## config.mk

```make
export PLATFORM = sky130hd
export DESIGN_NAME = magnetometer_poll_health_fsm
export DESIGN_NICKNAME = d
export VERILOG_FILES = /design/src/sv/mphf_pkg.sv /design/src/sv/mphf_in_reg.sv /design/src/sv/mphf_core.sv /design/src/sv/mphf_out_reg.sv /design/src/sv/magnetometer_poll_health_fsm.sv
export SDC_FILE = /design/constraint.sdc
export NUM_CORES = 1
export LEC_CHECK = 0
export ABC_AREA = 1
export BUFFER_PORTS_ARGS = -buffer_cell sky130_fd_sc_hd__buf_2
export CORE_AREA = 2 2 188 144
export CTS_CLUSTER_SIZE = 14
export DETAILED_ROUTE_END_ITERATION = 7
export DIE_AREA = 0 0 190 146
export GPL_ROUTABILITY_DRIVEN = 0
export GPL_TIMING_DRIVEN = 0
export PLACE_DENSITY = 0.79
export REMOVE_ABC_BUFFERS = 1
export SYNTH_ARGS = -nofsm -noshare
export SYNTH_HDL_FRONTEND = slang
export SYNTH_SLANG_ARGS = --single-unit
```

## constraint.sdc

```tcl
create_clock -name aclk -period 3.81 [get_ports aclk]
set_clock_uncertainty 0.2 [all_clocks]
set_input_delay 0.5715 -clock aclk [delete_from_list [all_inputs] [get_ports aclk]]
set_output_delay 0.5715 -clock aclk [all_outputs]
set_load 0.005 [all_outputs]
```

## src/sv/mphf_pkg.sv

```systemverilog
// shared types, codes and constants of the magnetometer poll and health sequencer
package mphf_pkg;

    localparam int TIME_BITS_DEFAULT = 32;

    localparam int CFG_INDEX_W = 3;
    localparam int CFG_DATA_W  = 16;

    localparam logic [CFG_INDEX_W-1:0] CFG_EXPECTED_ID   = 3'd0;
    localparam logic [CFG_INDEX_W-1:0] CFG_FAILURE_LIMIT = 3'd1;
    localparam logic [CFG_INDEX_W-1:0] CFG_RESET_TIMEOUT = 3'd2;
    localparam logic [CFG_INDEX_W-1:0] CFG_READY_MASK    = 3'd3;
    localparam logic [CFG_INDEX_W-1:0] CFG_OVERFLOW_MASK = 3'd4;

    localparam logic [7:0]  EXPECTED_ID_RST   = 8'd72;
    localparam logic [7:0]  FAILURE_LIMIT_RST = 8'd10;
    localparam logic [15:0] RESET_TIMEOUT_RST = 16'd1000;
    localparam logic [7:0]  READY_MASK_RST    = 8'd1;
    localparam logic [7:0]  OVERFLOW_MASK_RST = 8'd8;

    localparam logic [2:0] ACT_NONE       = 3'd0;
    localparam logic [2:0] ACT_SOFT_RESET = 3'd1;
    localparam logic [2:0] ACT_REQ_ID     = 3'd2;
    localparam logic [2:0] ACT_CONT_MODE  = 3'd3;
    localparam logic [2:0] ACT_REQ_DATA   = 3'd4;

    localparam logic [9:0] DELAY_NONE    = 10'd0;
    localparam logic [9:0] DELAY_RESTART = 10'd1000;
    localparam logic [9:0] DELAY_RETRY   = 10'd100;
    localparam logic [9:0] DELAY_POLL    = 10'd20;

    localparam logic [7:0] SCORE_UP  = 8'd2;
    localparam logic [7:0] SCORE_MAX = 8'd255;

    typedef enum logic [1:0] {
        PH_RESET   = 2'd0,
        PH_REQ_ID  = 2'd1,
        PH_WAIT_ID = 2'd2,
        PH_POLL    = 2'd3
    } phase_t;

    typedef struct packed {
        logic        command;
        logic [31:0] now_ms;
        logic        transfer_ok;
        logic [7:0]  id_byte;
        logic [7:0]  status_one;
        logic [7:0]  status_two;
        logic [7:0]  x_low;
        logic [7:0]  x_high;
        logic [7:0]  y_low;
        logic [7:0]  y_high;
        logic [7:0]  z_low;
        logic [7:0]  z_high;
    } item_t;

    typedef struct packed {
        logic [2:0]         bus_action;
        logic [9:0]         next_delay_ms;
        logic               sample_valid;
        logic signed [15:0] mag_x;
        logic signed [15:0] mag_y;
        logic signed [15:0] mag_z;
        logic               overflow_seen;
        logic               bad_read;
    } result_t;

    typedef struct packed {
        logic [CFG_INDEX_W-1:0] index;
        logic [CFG_DATA_W-1:0]  wdata;
        logic                   wr_en;
    } cfg_wr_t;

endpackage

```

## src/sv/mphf_in_reg.sv

```systemverilog
// input register stage holding one accepted step
module mphf_in_reg (
    input  logic            aclk,
    input  logic            aresetn,
    input  logic            s_valid,
    output logic            s_ready,
    input  mphf_pkg::item_t s_item,
    input  logic            take,
    output logic            q_valid,
    output mphf_pkg::item_t q_item
);
    import mphf_pkg::*;

    logic  valid_reg;
    logic  valid_next;
    item_t item_reg;

    assign s_ready    = !valid_reg || take;
    assign valid_next = s_ready ? s_valid : valid_reg;

    always_ff @(posedge aclk) begin
        if (!aresetn) begin
            valid_reg <= 1'b0;
        end else begin
            valid_reg <= valid_next;
        end
    end

    always_ff @(posedge aclk) begin
        if (s_valid && s_ready) begin
            item_reg <= s_item;
        end
    end

    assign q_valid = valid_reg;
    assign q_item  = item_reg;
endmodule

```

## src/sv/mphf_core.sv

```systemverilog
// sequencer state, configuration registers and single-pass step logic
module mphf_core #(
    parameter int TIME_BITS = mphf_pkg::TIME_BITS_DEFAULT
) (
    input  logic              aclk,
    input  logic              aresetn,
    input  mphf_pkg::cfg_wr_t cfg,
    input  logic              fire,
    input  mphf_pkg::item_t   item,
    output mphf_pkg::result_t res
);
    import mphf_pkg::*;

    localparam int EXT_BITS = (TIME_BITS > 32) ? TIME_BITS : 32;

    phase_t               phase_reg, phase_next;
    logic [7:0]           score_reg, score_next;
    logic [TIME_BITS-1:0] rst_time_reg, rst_time_next;

    logic [7:0]  expected_id_reg;
    logic [7:0]  failure_limit_reg;
    logic [15:0] timeout_reg;
    logic [7:0]  ready_mask_reg;
    logic [7:0]  overflow_mask_reg;

    logic [EXT_BITS-1:0]  now_ext;
    logic [TIME_BITS-1:0] now_t;
    logic [TIME_BITS-1:0] elapsed;
    logic                 timed_out;
    logic                 id_match;
    logic                 ovf_hit;
    logic                 good;
    logic [8:0]           score_sum;
    logic [7:0]           score_raised;
    logic [7:0]           score_lowered;
    logic                 over_limit;

    // configuration writes
    always_ff @(posedge aclk) begin
        if (!aresetn) begin
            expected_id_reg   <= EXPECTED_ID_RST;
            failure_limit_reg <= FAILURE_LIMIT_RST;
            timeout_reg       <= RESET_TIMEOUT_RST;
            ready_mask_reg    <= READY_MASK_RST;
            overflow_mask_reg <= OVERFLOW_MASK_RST;
        end else if (cfg.wr_en) begin
            unique case (cfg.index)
                CFG_EXPECTED_ID:   expected_id_reg   <= cfg.wdata[7:0];
                CFG_FAILURE_LIMIT: failure_limit_reg <= cfg.wdata[7:0];
                CFG_RESET_TIMEOUT: timeout_reg       <= cfg.wdata;
                CFG_READY_MASK:    ready_mask_reg    <= cfg.wdata[7:0];
                CFG_OVERFLOW_MASK: overflow_mask_reg <= cfg.wdata[7:0];
                default: ;
            endcase
        end
    end

    assign now_ext   = EXT_BITS'(item.now_ms);
    assign now_t     = now_ext[TIME_BITS-1:0];
    assign elapsed   = now_t - rst_time_reg;
    assign timed_out = elapsed > TIME_BITS'(timeout_reg);
    assign id_match  = item.id_byte == expected_id_reg;

    assign ovf_hit = item.transfer_ok && ((item.status_two & overflow_mask_reg) != 8'd0);
    assign good    = item.transfer_ok && !ovf_hit
                     && ((item.status_one & ready_mask_reg) != 8'd0);

    assign score_sum     = {1'b0, score_reg} + {1'b0, SCORE_UP};
    assign score_raised  = score_sum[8] ? SCORE_MAX : score_sum[7:0];
    assign score_lowered = (score_reg != 8'd0) ? score_reg - 8'd1 : 8'd0;
    assign over_limit    = score_raised > failure_limit_reg;

    // next state
    always_comb begin
        phase_next    = phase_reg;
        score_next    = score_reg;
        rst_time_next = rst_time_reg;
        if (item.command) begin
            phase_next = PH_RESET;
        end else begin
            unique case (phase_reg)
                PH_RESET: begin
                    phase_next    = PH_REQ_ID;
                    score_next    = 8'd0;
                    rst_time_next = now_t;
                end
                PH_REQ_ID: begin
                    phase_next = PH_WAIT_ID;
                end
                PH_WAIT_ID: begin
                    if (id_match) begin
                        phase_next = PH_POLL;
                    end else if (timed_out) begin
                        phase_next = PH_RESET;
                    end
                end
                PH_POLL: begin
                    if (good) begin
                        score_next = score_lowered;
                    end else begin
                        score_next = score_raised;
                        if (over_limit) begin
                            phase_next = PH_RESET;
                        end
                    end
                end
                default: phase_next = PH_RESET;
            endcase
        end
    end

    // result
    always_comb begin
        res               = '0;
        res.bus_action    = ACT_NONE;
        res.next_delay_ms = DELAY_NONE;
        if (!item.command) begin
            unique case (phase_reg)
                PH_RESET: begin
                    res.bus_action    = ACT_SOFT_RESET;
                    res.next_delay_ms = DELAY_RETRY;
                end
                PH_REQ_ID: begin
                    res.bus_action    = ACT_REQ_ID;
                    res.next_delay_ms = DELAY_RETRY;
                end
                PH_WAIT_ID: begin
                    if (id_match) begin
                        res.bus_action    = ACT_CONT_MODE;
                        res.next_delay_ms = DELAY_POLL;
                    end else if (timed_out) begin
                        res.next_delay_ms = DELAY_RESTART;
                    end else begin
                        res.next_delay_ms = DELAY_RETRY;
                    end
                end
                PH_POLL: begin
                    res.overflow_seen = ovf_hit;
                    res.bad_read      = !good;
                    if (good) begin
                        res.sample_valid = 1'b1;
                        res.mag_x        = $signed({item.x_high, item.x_low});
                        res.mag_y        = $signed({item.y_high, item.y_low});
                        res.mag_z        = $signed({item.z_high, item.z_low});
                    end
                    if (good || !over_limit) begin
                        res.bus_action    = ACT_REQ_DATA;
                        res.next_delay_ms = DELAY_POLL;
                    end
                end
                default: ;
            endcase
        end
    end

    always_ff @(posedge aclk) begin
        if (!aresetn) begin
            phase_reg    <= PH_RESET;
            score_reg    <= 8'd0;
            rst_time_reg <= '0;
        end else if (fire) begin
            phase_reg    <= phase_next;
            score_reg    <= score_next;
            rst_time_reg <= rst_time_next;
        end
    end
endmodule

```

## src/sv/mphf_out_reg.sv

```systemverilog
// result register stage towards the receiver
module mphf_out_reg (
    input  logic              aclk,
    input  logic              aresetn,
    input  logic              d_valid,
    input  mphf_pkg::result_t d_res,
    output logic              take,
    output logic              m_valid,
    input  logic              m_ready,
    output mphf_pkg::result_t m_res
);
    import mphf_pkg::*;

    logic    valid_reg;
    logic    valid_next;
    result_t res_reg;

    assign take       = !valid_reg || m_ready;
    assign valid_next = take ? d_valid : valid_reg;

    always_ff @(posedge aclk) begin
        if (!aresetn) begin
            valid_reg <= 1'b0;
        end else begin
            valid_reg <= valid_next;
        end
    end

    always_ff @(posedge aclk) begin
        if (take && d_valid) begin
            res_reg <= d_res;
        end
    end

    assign m_valid = valid_reg;
    assign m_res   = res_reg;
endmodule

```

## src/sv/magnetometer_poll_health_fsm.sv

```systemverilog
// top level of the magnetometer poll and health sequencer
//
// one step item enters on the s_ channel (valid/ready), one result leaves on
// the m_ channel (valid/ready) for every step; results keep the input order
// a step accepted into the input register is worked by the step logic and
// registered in the result register before it shows on the m_ channel
// throughput: one step per cycle unless the receiver stalls, set by the input
// register, single-pass step logic and result register; the sequencer state
// updates as the result register loads, so the next step sees it at once
// a reset request (command 1) is a step too and gives a result with no bus
// action and zero delay
// configuration: cfg_wr_en, cfg_index and cfg_wdata write one register per
// edge, with no wait; write only while no step is in flight
// reset (aresetn low, synchronous) empties both stages, puts the sequencer in
// the reset phase, clears the failure score and the reset time and loads the
// register defaults
// when the receiver stalls, the result is held, the input register fills and
// then s_ready drops until the next transfer on the m_ channel
module magnetometer_poll_health_fsm #(
    parameter int TIME_BITS = mphf_pkg::TIME_BITS_DEFAULT
) (
    input  logic                              aclk,
    input  logic                              aresetn,
    input  logic                              cfg_wr_en,
    input  logic [mphf_pkg::CFG_INDEX_W-1:0]  cfg_index,
    input  logic [mphf_pkg::CFG_DATA_W-1:0]   cfg_wdata,
    input  logic                              s_valid,
    output logic                              s_ready,
    input  logic                              s_command,
    input  logic [31:0]                       s_now_ms,
    input  logic                              s_transfer_ok,
    input  logic [7:0]                        s_id_byte,
    input  logic [7:0]                        s_status_one,
    input  logic [7:0]                        s_status_two,
    input  logic [7:0]                        s_x_low,
    input  logic [7:0]                        s_x_high,
    input  logic [7:0]                        s_y_low,
    input  logic [7:0]                        s_y_high,
    input  logic [7:0]                        s_z_low,
    input  logic [7:0]                        s_z_high,
    output logic                              m_valid,
    input  logic                              m_ready,
    output logic [2:0]                        m_bus_action,
    output logic [9:0]                        m_next_delay_ms,
    output logic                              m_sample_valid,
    output logic signed [15:0]                m_mag_x,
    output logic signed [15:0]                m_mag_y,
    output logic signed [15:0]                m_mag_z,
    output logic                              m_overflow_seen,
    output logic                              m_bad_read
);
    import mphf_pkg::*;

    item_t   s_item;
    item_t   q_item;
    logic    q_valid;
    logic    take;
    cfg_wr_t cfg;
    result_t step_res;
    result_t m_res;

    assign s_item.command     = s_command;
    assign s_item.now_ms      = s_now_ms;
    assign s_item.transfer_ok = s_transfer_ok;
    assign s_item.id_byte     = s_id_byte;
    assign s_item.status_one  = s_status_one;
    assign s_item.status_two  = s_status_two;
    assign s_item.x_low       = s_x_low;
    assign s_item.x_high      = s_x_high;
    assign s_item.y_low       = s_y_low;
    assign s_item.y_high      = s_y_high;
    assign s_item.z_low       = s_z_low;
    assign s_item.z_high      = s_z_high;

    assign cfg.wr_en = cfg_wr_en;
    assign cfg.index = cfg_index;
    assign cfg.wdata = cfg_wdata;

    mphf_in_reg u_in (
        .aclk    (aclk),
        .aresetn (aresetn),
        .s_valid (s_valid),
        .s_ready (s_ready),
        .s_item  (s_item),
        .take    (take),
        .q_valid (q_valid),
        .q_item  (q_item)
    );

    mphf_core #(
        .TIME_BITS (TIME_BITS)
    ) u_core (
        .aclk    (aclk),
        .aresetn (aresetn),
        .cfg     (cfg),
        .fire    (q_valid && take),
        .item    (q_item),
        .res     (step_res)
    );

    mphf_out_reg u_out (
        .aclk    (aclk),
        .aresetn (aresetn),
        .d_valid (q_valid),
        .d_res   (step_res),
        .take    (take),
        .m_valid (m_valid),
        .m_ready (m_ready),
        .m_res   (m_res)
    );

    assign m_bus_action    = m_res.bus_action;
    assign m_next_delay_ms = m_res.next_delay_ms;
    assign m_sample_valid  = m_res.sample_valid;
    assign m_mag_x         = m_res.mag_x;
    assign m_mag_y         = m_res.mag_y;
    assign m_mag_z         = m_res.mag_z;
    assign m_overflow_seen = m_res.overflow_seen;
    assign m_bad_read      = m_res.bad_read;
endmodule

```

---- Word level (Yosys, flattened, before mapping) ----
Cells that the tools add are included.
storage, ports and cells
  word-level logic and storage cells ...... 96
  register bits ........................... 262
  latch bits .............................. 0
  bits in read-only memories .............. 0
  output and inout bits ................... 66
  bits in writable memories ............... 0
  bits of input ports ..................... 130
  memories kept ........................... 0
operators by class
  mux-type cells .......................... 16
  shift-type cells ........................ 0
  bitwise operators ....................... 5
  magnitude comparators ................... 2
  reductions and logical operators ........ 29
  $add $sub $neg .......................... 3
  equality and inequality tests ........... 11
  divide/modulo/power cells ............... 0
  multipliers ............................. 0
operators by type and width
  kind                                                                      count
  13-bit case mux with 4 select lines                                       1
  49-bit two-way mux                                                        1
  32-bit by 16-bit > comparator with 1-bit output                           1
  32-bit subtractor                                                         1
  8-bit two-way mux                                                         3
  8-bit nonzero test                                                        3
  10-bit two-way mux                                                        2
  8-bit bitwise AND                                                         2
  8-bit case mux with 2 select lines                                        1
  13-bit two-way mux                                                        1
  2-bit two-way mux                                                         6
  2-bit AND reduction                                                       5
  8-bit by 2-bit adder with 9-bit output (second input constant)            1
  8-bit == test                                                             1
  8-bit > comparator                                                        1
  2-bit case mux with 4 select lines                                        1
  8-bit by 1-bit subtractor with 8-bit output (second input constant)       1
  3-bit by 2-bit == test with 1-bit output (second input constant)          2
  3-bit AND reduction                                                       2
  1-bit logical AND                                                         5
  1-bit logical NOT                                                         5
  2-bit == test (second input constant)                                     2
  4-bit by 2-bit inequality test with 1-bit output (second input constant)  1
  4-bit AND reduction                                                       1
  other kinds (12)                                                          16

---- Depth between registers and ports, before layout ----
Gate-level depths: netlist (run 1).
  depth in word-level cells ............... 9
  depth in mapped cells ................... 25

---- Modules after synthesis ----
Synthesis (run 1) repeated with hierarchy kept, for this count alone.
second synthesis, totals
  cells, all modules ...................... 1450
  area total of the unflattened synthesis .. 12761.0 um^2
by module, submodules not included
  module                        area an instance (um^2)  times used  cells an instance
  mphf_core                     7546.0                   1           1264
  mphf_in_reg                   3234.4                   1           113
  mphf_out_reg                  1973.1                   1           71
  magnetometer_poll_health_fsm  7.5                      1           2

---- Worst setup path after synthesis (run 1) ----
No wires, ideal clock.
  path type ............................... input to register
  start ................................... in m_ready
  end ..................................... reg u_in.item_reg (netlist bit u_in.q_item[0]), enable pin
  path slack .............................. 0.294 ns
  required time ........................... 3.150 ns
  setup time .............................. 0.460 ns
  arrival time ............................ 2.857 ns
  buffers on the path ..................... 0
  stages .................................. 4
  cell sequence ........................... inv_1 -> nand3_1 -> nand2_1 -> inv_1
between the ends
  cells in the longest elaborated chain, start to end .. 3
RTL lines
  what                  RTL line                            RTL
  start, declared       magnetometer_poll_health_fsm.sv:42  input logic m_ready,
  1-bit logical OR      mphf_out_reg.sv:18                  assign take = !valid_reg || m_ready;
  1-bit logical OR      mphf_in_reg.sv:18                   assign s_ready = !valid_reg || take;
  net s_ready           magnetometer_poll_health_fsm.sv:28  output logic s_ready,
  1-bit logical AND     mphf_in_reg.sv:30                   if (s_valid && s_ready) begin
  end signal, assigned  mphf_in_reg.sv:31                   item_reg <= s_item;
  end, declared         mphf_in_reg.sv:16                   item_t item_reg;
The timed path passes the listed nets, and every way through them passes these cells.
A chain may end at the register's enable or synchronous reset.

---- Worst setup path after layout (run 1) ----
  start ................................... reg u_in.item_reg (netlist bit u_in.q_item[73])
  end ..................................... reg u_core.phase_reg[0]
between the ends
  cells in the longest elaborated chain, start to end .. 4
RTL lines
  what                                                        RTL line          RTL
  32-bit subtractor                                           mphf_core.sv:60   assign elapsed = now_t - rst_time_reg;
  32-bit by 16-bit > comparator with 1-bit output             mphf_core.sv:61   assign timed_out = elapsed > TIME_BITS'(timeout_reg);
  4-bit by 2-bit inequality test with 1-bit output (no line)  -
  4-bit AND reduction (no line)                               -
  end signal, assigned                                        mphf_core.sv:162  phase_reg <= phase_next;
  end, declared                                               mphf_core.sv:16   phase_t phase_reg, phase_next;
No other way between the ends.

==> key figures, run 1 <==
Outcome
  • Status: complete, no violations

Critical path
  • Top delay family on crit path: simple AND/OR/NAND/NOR gates
  • Buf+Inv Stages, Crit Path: 2
  • CP Launch Type: register
  • Crit-path cells: inv_1, ha_1, fa_1, inv_1, nand3_1, nand3_2, nand2_1, nand2_2, xor2_1, ha_1, nand2_1, nor4_2, nand3_1, nand2_1, nand3_1, nor2_1, nand2_1, nor2_4, nand3_2, nand3_1, nand2_1, nor2_1
  • Crit-path most repeated cell: nand2_1
  • Critical Path Fanout Max: 4
  • Critical path required time: between 4 and 5 ns
  • Critical path type: reg2reg
  • Slowest CP cell: fa_1
  • Crit path largest cell delay: about 0.41 ns
  • Critical path arrival: 3.79 ns
  • CP Capture Type: register

Placed design
  • Input/output buffers: about 190
  • Hpwl dp: ~20,000 um
  • Worst slack, placed: 0.200 ns
  • Placed Cells: slightly below 2,000
  • Cell Area, Placed: around 14,000 um2

GRT
  • Largest net degree at the start of global routing: between 80 and 90
  • First-pass GRT wire length: between 40,000 and 50,000 um
  • Vias in the first global route: roughly 9,800
  • GRT Residual Overflow: 0
  • Initial antenna violation count: 2
  • GRT Overall Usage: just over 20%

Min path
  • Hold Crit Class: in2reg

Clock tree
  • Clk pin slew, worst setup/hold paths: approximately 0.06 ns
  • Number of buffers created by CTS: 26
  • H-Tree Level Count: 1
  • CTS tree: built
  • Clock tree root buffer cell: clkbuf_16
  • Clk_lat worst skew: ~0.54 ns
  • Clock sink count: ~260
  • Max clock buf depth: 3

STA
  • Relative slew slack: approximately 11%
  • Setup slack after layout: roughly 0.30 ns
  • Tightest Pin Transition: about 1.3 ns
  • Max Fclk: around 0.28 GHz
  • Slew Viols, Final: 0
  • Final period util: 92.2%
  • Minimum clock period: roughly 3.5 ns
  • Final setup viols: 0
  • Hold Fails Final Rpt: 0

Synth
  • Post-synth EDFFs: 164
  • Main synth FF type: edfxtp_1
  • Post-Syn Area: ~13,000 um2
  • Mean area per synthesized cell: roughly 8.6 um2
  • Synth Instances: 1,449
  • FF+latch count, synth: 256
  • Synth cell types: 42
  • Yosys warning count: 0
  • Seq/Total Area, Yosys: 54.1%
  • Asr flop ratio synth: 0%

Drt
  • Antenna Nets Post-Route: 0
  • Wire per inst: 13.8 um
  • Drt via density: 4.84
  • Via count: between 10,000 and 15,000
  • Drt first pass iters: 5
  • Routed WL: 29,300 um
  • Residual DRC: 0
  • DR iter-0 viols: between 500 and 600

Floorplan
  • Die width: roughly 190 um
  • Placement Rows: 51
  • Core area: approximately 26,000 um2
  • I/O pin count: between 150 and 200
  • Die Y: around 150 um
  • Initial Util: between 40% and 50%
  • Die area: about 28,000 um2

Cells and area
  • Fin nets: around 1,900
  • Most frequent standard cell in the layout excluding fill and tap cells: nand2_1
  • Max reg flops: ~110
  • Commonest cells after routing, fill and taps aside: nand2_1 (326), inv_1 (271), buf_2 (193)
  • Final std cells w/o fill: ~2,100
  • Area growth from synthesis to layout: 26.1%
  • Final instance area: around 16,000 um2
  • Fraction of layout cells with a size suffix above 1: 16.8%

Power
  • VDD IR max: 0.362 mV
  • PD cells: around 410 nW/um2
  • P_leak: between 7 and 8 nW

Flow run
  • Max-Cap Viols: 0
==> through the flow <==
stage	util, %	setup TNS [ns]	power (mW)	hold WS (ns)
global placement	53.5	-140.96	4.02	0.237
CTS	60.9	0	6.55	0.00158
finish	61.3	0	6.53	0.0226
floorplan	-	-3.38	3.77	0.229
global route	61.3	-0.0501	6.86	0.00301
detailed placement	53.7	0	4.06	0.251
==> final timing paths <==
kind | start | to | slack [ns] | cells after the start
max | u_in.q_item[73] | u_core.phase_reg[0] | 0.30 | 22
min | s_y_low[6] | u_in.q_item[30] | 0.02 | 1
max reg2reg | u_in.q_item[73] | u_core.phase_reg[0] | 0.30 | 22
min reg2reg | u_core.rst_time_reg[26] | u_core.rst_time_reg[26] | 0.26 | 2
==> metal layers <==
layer | GRT usage, % | wire length [um] | vias to the layer above
met2 | 36.0 | 14200 | 267
met3 | 3.47 | 1400 | 62
li1 | - | - | 5192
met1 | 26.6 | 12900 | 4704
met4 | 6.20 | 747 | 0
met5 | 0 | 0 | -
==> repair_timing <==
action / 4_1_cts / 5_1_grt
setup buffers: 0 / 1
resized for setup: 0 / 21
endpoints found under the hold margin: 105 / 0
endpoints found under the setup margin: 0 / 4
hold buffers: 105 / 0
==> cell families after synthesis <==
family	after synthesis	share of synthesized area (%)
adders and majority gates	64	6.46
xor gates and xnor gates	26	1.82
AOI/OAI and AO/OA	200	8.55
other	1	0.0300
DFF	256	54.1
and+or+nand+nor	590	19.5
buffers and inverters	312	9.59
==> Yosys cell counts, types with 5 or more instances <==
library cell,instances,share of area (%)
dfxtp_1,92,15
nand2_2,12,0.60
nor3_1,7,0.28
xor2_1,20,1.4
a21oi_1,88,3.5
o21ai_0,86,3.4
buf_2,5,0.20
nor2_2,5,0.25
nor2_1,171,5.1
inv_1,274,8.2
nand3_1,39,1.6
nand2_1,331,9.9
xnor2_1,6,0.42
inv_2,5,0.15
edfxtp_1,164,39
ha_1,63,6.3
buf_4,6,0.36
o211ai_1,10,0.60
clkbuf_1,21,0.63
==> report_power, final <==
group	internal [mW]	switching (mW)	leakage (nW)
Clock	1.35	1.06	0.383
Sequential	3.09	0.0522	2.32
Combinational	0.403	0.575	4.65
==> final cells by class <==
| type | count | area [um2] |
|---|---|---|
| sequential | 256 | 6770 |
| tap | 344 | 430 |
| timing repair buffer | 301 | 2070 |
| multi-input combinational | 882 | 4650 |
| clock inverter | 7 | 56.3 |
| inverter | 280 | 1050 |
| clock buffer | 41 | 742 |
| fill | 2141 | 9940 |
| antenna | 2 | 5.00 |
Note: power is estimated with default switching activity, not from simulation.
==> inputs of run 2 (changes only) <==
- ABC_AREA: 1 -> unset
- CORE_AREA: 2 2 188 144 -> 2 2 186 142
- DIE_AREA: 0 0 190 146 -> 0 0 188 144
==> run 2 against run 1 <==
The flow now finishes with violations (setup timing); sequential cell count unchanged; count of clock-buffer cells in the layout decreased by 2; clock power increased by 5%; worst setup slack got worse by 0.97 ns; register-to-register slack got worse by 0.97 ns; synthesized cell count decreased by 20%; hold slack improved by 0.0056 ns; sequential power about the same; critical path depth decreased by 6; die area decreased by 2.4%; largest power group unchanged.
==> key figures, run 2 <==
Power
  • PD cells: between 400 and 500 nW/um2
  • P_leak: between 5 and 6 nW
  • VDD IR max: between 0.3 and 0.4 mV

Cells and area
  • Commonest cells after routing, fill and taps aside: nand2_1 (210), buf_2 (192), edfxtp_1 (164)
  • Area growth from synthesis to layout: 25.7%
  • Fraction of layout cells with a size suffix above 1: 20.4%
  • Reg area: 6770 um2
  • N_diodes: 0
  • Fin nets: around 1,600
  • Area of the multi-input gates: 5160 um2
  • Most frequent standard cell in the layout excluding fill and tap cells: nand2_1
  • Max reg flops: 106
  • # fillers: around 2,000

STA
  • Worst hold margin: around 0.028 ns
  • Tightest Pin Transition: ~1.3 ns
  • TNS Setup: -2.44 ns
  • Max Fclk: around 0.22 GHz
  • RSZ-0062 raised after global routing: true
  • Minimum clock period: between 4 and 5 ns
  • Slew Viols, Final: 0
  • Setup slack after layout: -0.674 ns
  • Hold Fails Final Rpt: 0
  • Final period util: 118%
  • Final setup viols: 4
  • Relative slew slack: between 10% and 20%

Critical path
  • Critical Path Fanout Max: 7
  • Reg-to-Reg Start: u_in.q_item[83]
  • Critical path arrival: 4.67 ns
  • CP Launch Type: register
  • Critical path type: reg2reg
  • R2R Setup Slk: -0.67 ns
  • Critical R2R Capture: u_out.m_res[53]
  • CP Capture Type: register
  • Reg2reg path depth: 16
  • Critical path required time: around 4 ns

Outcome
  • Failing checks: setup timing
  • Status: complete, but fails checks

Clock tree
  • CTS tree: built
  • Max clock buf depth: 3
  • Number of buffers created by CTS: 26
  • Clock tree root buffer cell: clkbuf_16
  • Clk pin slew, worst setup/hold paths: 0.06 ns
  • Clk_lat worst skew: between 0.5 and 0.6 ns
  • H-Tree Level Count: 1
  • Clock sink count: 256

Min path
  • Hold Path Sink: u_in.q_item[57]
  • Hold Crit Class: in2reg
  • Hold path startpoint: s_status_one[1]
  • Hold path depth: 1

Drt
  • DR iter-0 viols: ~650
  • Antenna Nets Post-Route: 0
  • Drt via density: roughly 5.3
  • Wire per inst: approximately 16 um
  • Via count: 9,393
  • Routed WL: 27,800 um
  • Drt first pass iters: 5
  • Residual DRC: 0

Floorplan
  • Initial Util: between 40% and 50%
  • Placement Rows: 51
  • Core area: 25,500 um2
  • Die Y: approximately 140 um
  • Die width: between 150 and 200 um
  • Die area: 27,100 um2
  • I/O pin count: 196

Synth
  • Dominant cell type by area after synthesis: edfxtp_1
  • Seq/Total Area, Yosys: a little under three fifths
  • Synth cell types: between 70 and 80
  • Synth Instances: 1,162
  • Dominant cell by count in the synthesized netlist: nand2_1
  • Commonest cells in the netlist: nand2_1 (210), edfxtp_1 (164), dfxtp_1 (92), inv_1 (71), a21boi_0 (69)
  • Post-synth top area share: between 40 and 50%
  • Mean area per synthesized cell: 10.5 um2
  • FF+latch count, synth: 256
  • Asr flop ratio synth: 0%
  • Post-synth EDFFs: about 160
  • Top cells by area, synth: edfxtp_1 (40%), dfxtp_1 (15%), ha_1 (6.4%), nand2_1 (6.4%), a21boi_0 (4.2%)
  • Yosys warning count: 0
  • Main synth FF type: edfxtp_1
  • Post-Syn Area: between 10,000 and 15,000 um2

GRT
  • GRT Overall Usage: about a fifth
  • Vias in the first global route: 8,700
  • First-pass GRT wire length: around 44,000 um
  • Largest net degree at the start of global routing: 95
  • GRT Residual Overflow: 0
  • Initial antenna violation count: 0

Placed design
  • Input/output buffers: 193
  • Hpwl dp: about 19,000 um

Flow run
  • Max-Cap Viols: 0
run 2: what timing repair did:
item,CTS,global route
resized for setup,29,12
setup endpoints to repair,4,6
cloned,0,0
hold buffers,74,3
buffers inserted,11,2
pin swaps,15,4
hold endpoints to repair,74,3
run 2: cell families after synthesis:
group / Yosys count / share of synthesized area (%)
fa+ha+maj: 64 / 6.61
xor+xnor: 33 / 2.36
mux: 7 / 0.583
simple gates: 424 / 16.7
buf+inv: 128 / 4.26
compound gates: 249 / 14.1
other cells: 1 / 0.0307
flops: 256 / 55.3
run 2: final cells by class:
type,count,area share [%]
clock buffer,39,4.88
sequential,256,44.1
clock inverter,9,0.708
multi-input combinational,779,33.6
tap,344,2.80
timing repair buffer,285,12.3
inverter,71,1.73
run 2: power breakdown:
group          switching, mW  leakage (nW)  internal [mW]
Sequential            0.0479          2.33           3.08
Combinational          0.439          3.15          0.354
Clock                   1.03         0.422           1.50
run 2: critical path, cell delays in order, from the launching register on:
cell       delay [ns]
edfxtp_1         0.41
ha_1             0.49
nand4_1          0.22
a211o_4          0.40
a21oi_4          0.16
nor2b_2          0.06
xnor2_1          0.13
ha_1             0.34
and4_1           0.23
a221oi_2         0.29
a31oi_2          0.15
nor4_1           0.19
nand4_1          0.14
and4b_2          0.34
nand4_4          0.16
o2111ai_2        0.22
o311a_1          0.21
run 2: worst max-delay path by stage:
stage / from / end / slack (ns) / depth (start not counted)
floorplan: u_in.q_item[76] / u_out.m_res[53] / -0.25 / 17
global placement: u_in.q_item[76] / u_out.m_res[53] / -1.20 / 17
detailed placement: u_in.q_item[76] / u_out.m_res[53] / -1.26 / 17
CTS: u_in.q_item[73] / u_out.m_res[53] / -0.59 / 20
global route: u_in.q_item[82] / u_out.m_res[53] / -0.82 / 16
finish: u_in.q_item[83] / u_out.m_res[53] / -0.67 / 16
run 2: per-layer routing:
layer / part of all wire [%] / track usage, %
met5: 0 / 0
met4: 1.9 / 4.64
met3: 7.0 / 3.49
met2: 45 / 32.8
met1: 46 / 27.8
run 2: stage by stage:
| step | utilization (%) | power (mW) | area, um2 | cells | worst slack (ns) |
|---|---|---|---|---|---|
| floorplan | - | 3.60 | 12000 | 1106 | -0.249 |
| global placement | 52.5 | 3.82 | 13400 | 1643 | -1.20 |
| detailed placement | 52.7 | 3.84 | 13400 | 1645 | -1.26 |
| CTS | 59.9 | 6.48 | 15200 | 1778 | -0.586 |
| global route | 60.3 | 6.70 | 15400 | 1783 | -0.816 |
| finish | 60.3 | 6.44 | 15400 | 1783 | -0.674 |
==> inputs of run 3 (changes only) <==
- CORE_AREA: 2 2 186 142 -> 2 2 227 117
- DIE_AREA: 0 0 188 144 -> 0 0 229 119
==> run 3 against run 2 <==
The flow still finishes with violations (setup timing); register-to-register slack got worse by 0.03 ns; worst setup slack got worse by 0.029 ns; via count decreased by 1.3%; maximum frequency decreased by 0.64%; non-clock buffer count decreased by 40; global-route usage increased by 0.87 points; routed wire length increased by 5.0%; sequential share of layout area increased by 1.5 points; clock power decreased by 12%; critical path type unchanged; critical endpoint unchanged; largest power group unchanged.
==> key figures, run 3 (synthesized netlist as in run 2, its figures left out) <==
Outcome
  • Status: complete, but fails checks
  • Failing checks: setup timing

Critical path
  • Critical R2R Capture: u_out.m_res[53]
  • Critical path arrival: approximately 4.7 ns
  • Critical Path Fanout Max: 4
  • R2R Setup Slk: -0.70 ns
  • Reg-to-Reg Start: u_in.q_item[74]
  • Critical path type: reg2reg
  • Reg2reg path depth: 17
  • Critical path required time: 3.98 ns
  • CP Capture Type: register
  • CP Launch Type: register
  • Worst setup path startpoint: u_in.q_item[74]

Floorplan
  • I/O pin count: a little under 200
  • Die width: between 200 and 250 um
  • Die Y: about 120 um
  • Die area: about 27,000 um2
  • Placement Rows: 42
  • Initial Util: approximately 48%
  • Core area: around 26,000 um2

Cells and area
  • Most frequent standard cell in the layout excluding fill and tap cells: nand2_1
  • Area growth from synthesis to layout: 21.5%
  • Max reg flops: about 110
  • Fin nets: approximately 1,600
  • Final core occ: between 50% and 60%
  • Commonest cells after routing, fill and taps aside: nand2_1 (210), buf_2 (192), edfxtp_1 (164)
  • # fillers: 2,099
  • Final std cells w/o fill: around 1,700
  • Fraction of layout cells with a size suffix above 1: between 20% and 30%
  • Area of the multi-input gates: about 5200 um2
  • Final instance area: about 15,000 um2
  • Reg area: between 6000 and 7000 um2

Min path
  • Hold Path Sink: u_in.q_item[72]
  • Hold Crit Class: in2reg
  • Hold path depth: 1
  • Hold path startpoint: s_transfer_ok

STA
  • Tightest Pin Transition: around 1.3 ns
  • Max Fclk: 0.222 GHz
  • Final period util: 118%
  • Minimum clock period: approximately 4.5 ns
  • Final setup viols: 4
  • Slew Viols, Final: 0
  • Hold Fails Final Rpt: 0
  • Worst hold margin: 0.0159 ns
  • Relative slew slack: between 10% and 20%
  • Setup slack after layout: -0.703 ns
  • RSZ-0062 raised after global routing: true
  • TNS Setup: -2.72 ns

Drt
  • Residual DRC: 0
  • Antenna Nets Post-Route: 0
  • Drt via density: roughly 5.3
  • Drt first pass iters: 5
  • DR iter-0 viols: 834
  • Via count: 9,269
  • Routed WL: a little under 30,000 um
  • Wire per inst: 16.7 um

GRT
  • Vias in the first global route: about 8,600
  • GRT Overall Usage: 20.8%
  • Initial antenna violation count: 1
  • GRT Residual Overflow: 0
  • Largest net degree at the start of global routing: 95
  • First-pass GRT wire length: around 45,000 um

Clock tree
  • Clk pin slew, worst setup/hold paths: ~0.07 ns
  • Clock tree root buffer cell: clkbuf_16
  • H-Tree Level Count: 1
  • Number of buffers created by CTS: 24
  • Max clock buf depth: 3
  • Clock sink count: 256
  • CTS tree: built
  • Clk_lat worst skew: around 0.53 ns

Placed design
  • Placed Cells: between 1,500 and 2,000
  • Input/output buffers: 193
  • Cell Area, Placed: roughly 13,000 um2
  • Worst slack, placed: -1.26 ns
  • Hpwl dp: between 20,000 and 25,000 um

Power
  • Final Power: 6.14 mW
  • P_leak: between 5 and 6 nW
  • PD cells: 413 nW/um2
  • VDD IR max: approximately 0.35 mV

Flow run
  • Max-Cap Viols: 0
==> run 3: cell types whose count changed in the layout (fill, tap and decap cells not counted), moves of 2 or more <==
cell,delta
clkbuf_1,+2
buf_4,-7
bufinv_16,-2
dlygate4sd3_1,-34
clkbuf_8,-4
==> run 3: what timing repair did <==
| action | CTS | global route |
|---|---|---|
| cloned | 0 | 0 |
| pin swaps | 17 | 15 |
| buffers inserted | 6 | 1 |
| hold buffers | 41 | 2 |
| setup endpoints to repair | 4 | 6 |
| resized for setup | 24 | 15 |
| hold endpoints to repair | 41 | 2 |
==> run 3: layout make-up <==
type | count | share of cell area (%)
sequential | 256 | 45.6
multi-input combinational | 779 | 34.7
timing repair buffer | 245 | 10.1
clock buffer | 36 | 4.56
tap | 352 | 2.97
inverter | 71 | 1.79
clock inverter | 8 | 0.295
antenna | 1 | 0.0168
==> run 3: worst max path at each step <==
stage                                  to  cells past startpoint  slack (ns)
after floorplan           u_out.m_res[53]                     17       -0.25
after global placement    u_in.q_item[88]                      4       -1.31
after detailed placement  u_out.m_res[53]                     17       -1.26
after CTS                 u_out.m_res[53]                     17       -0.60
after global routing      u_out.m_res[53]                     17       -0.86
final                     u_out.m_res[53]                     17       -0.70
==> run 3: where the power goes <==
part / switching, mW / internal [mW] / total [mW]
clock: 1.00 / 1.23 / 2.23
sequential: 0.0477 / 3.08 / 3.12
combinational: 0.452 / 0.332 / 0.784
total: 1.50 / 4.64 / 6.14
==> run 3: routing by layer <==
| metal | routed length (um) | global-route usage (%) | share of wire [%] |
|---|---|---|---|
| met1 | 14100 | 31.3 | 48 |
| met2 | 12000 | 30.4 | 41 |
| met4 | 486 | 4.30 | 1.7 |
| met5 | 13 | 0 | 0.045 |
| met3 | 2540 | 5.12 | 8.7 |
==> run 3: critical path, stage by stage (launching register included) <==
cell and delay, ns:
edfxtp_1 0.48, ha_4 0.31, nor2b_4 0.17, o2111ai_4 0.15, a211o_4 0.41, a21oi_2 0.15
nor2b_1 0.08, xnor2_1 0.13, ha_1 0.31, and4_1 0.22, a221oi_2 0.26, a31oi_2 0.16
nor4_2 0.30, nand4_1 0.12, and4b_2 0.35, nand4_4 0.15, o2111ai_2 0.20, o311a_1 0.20
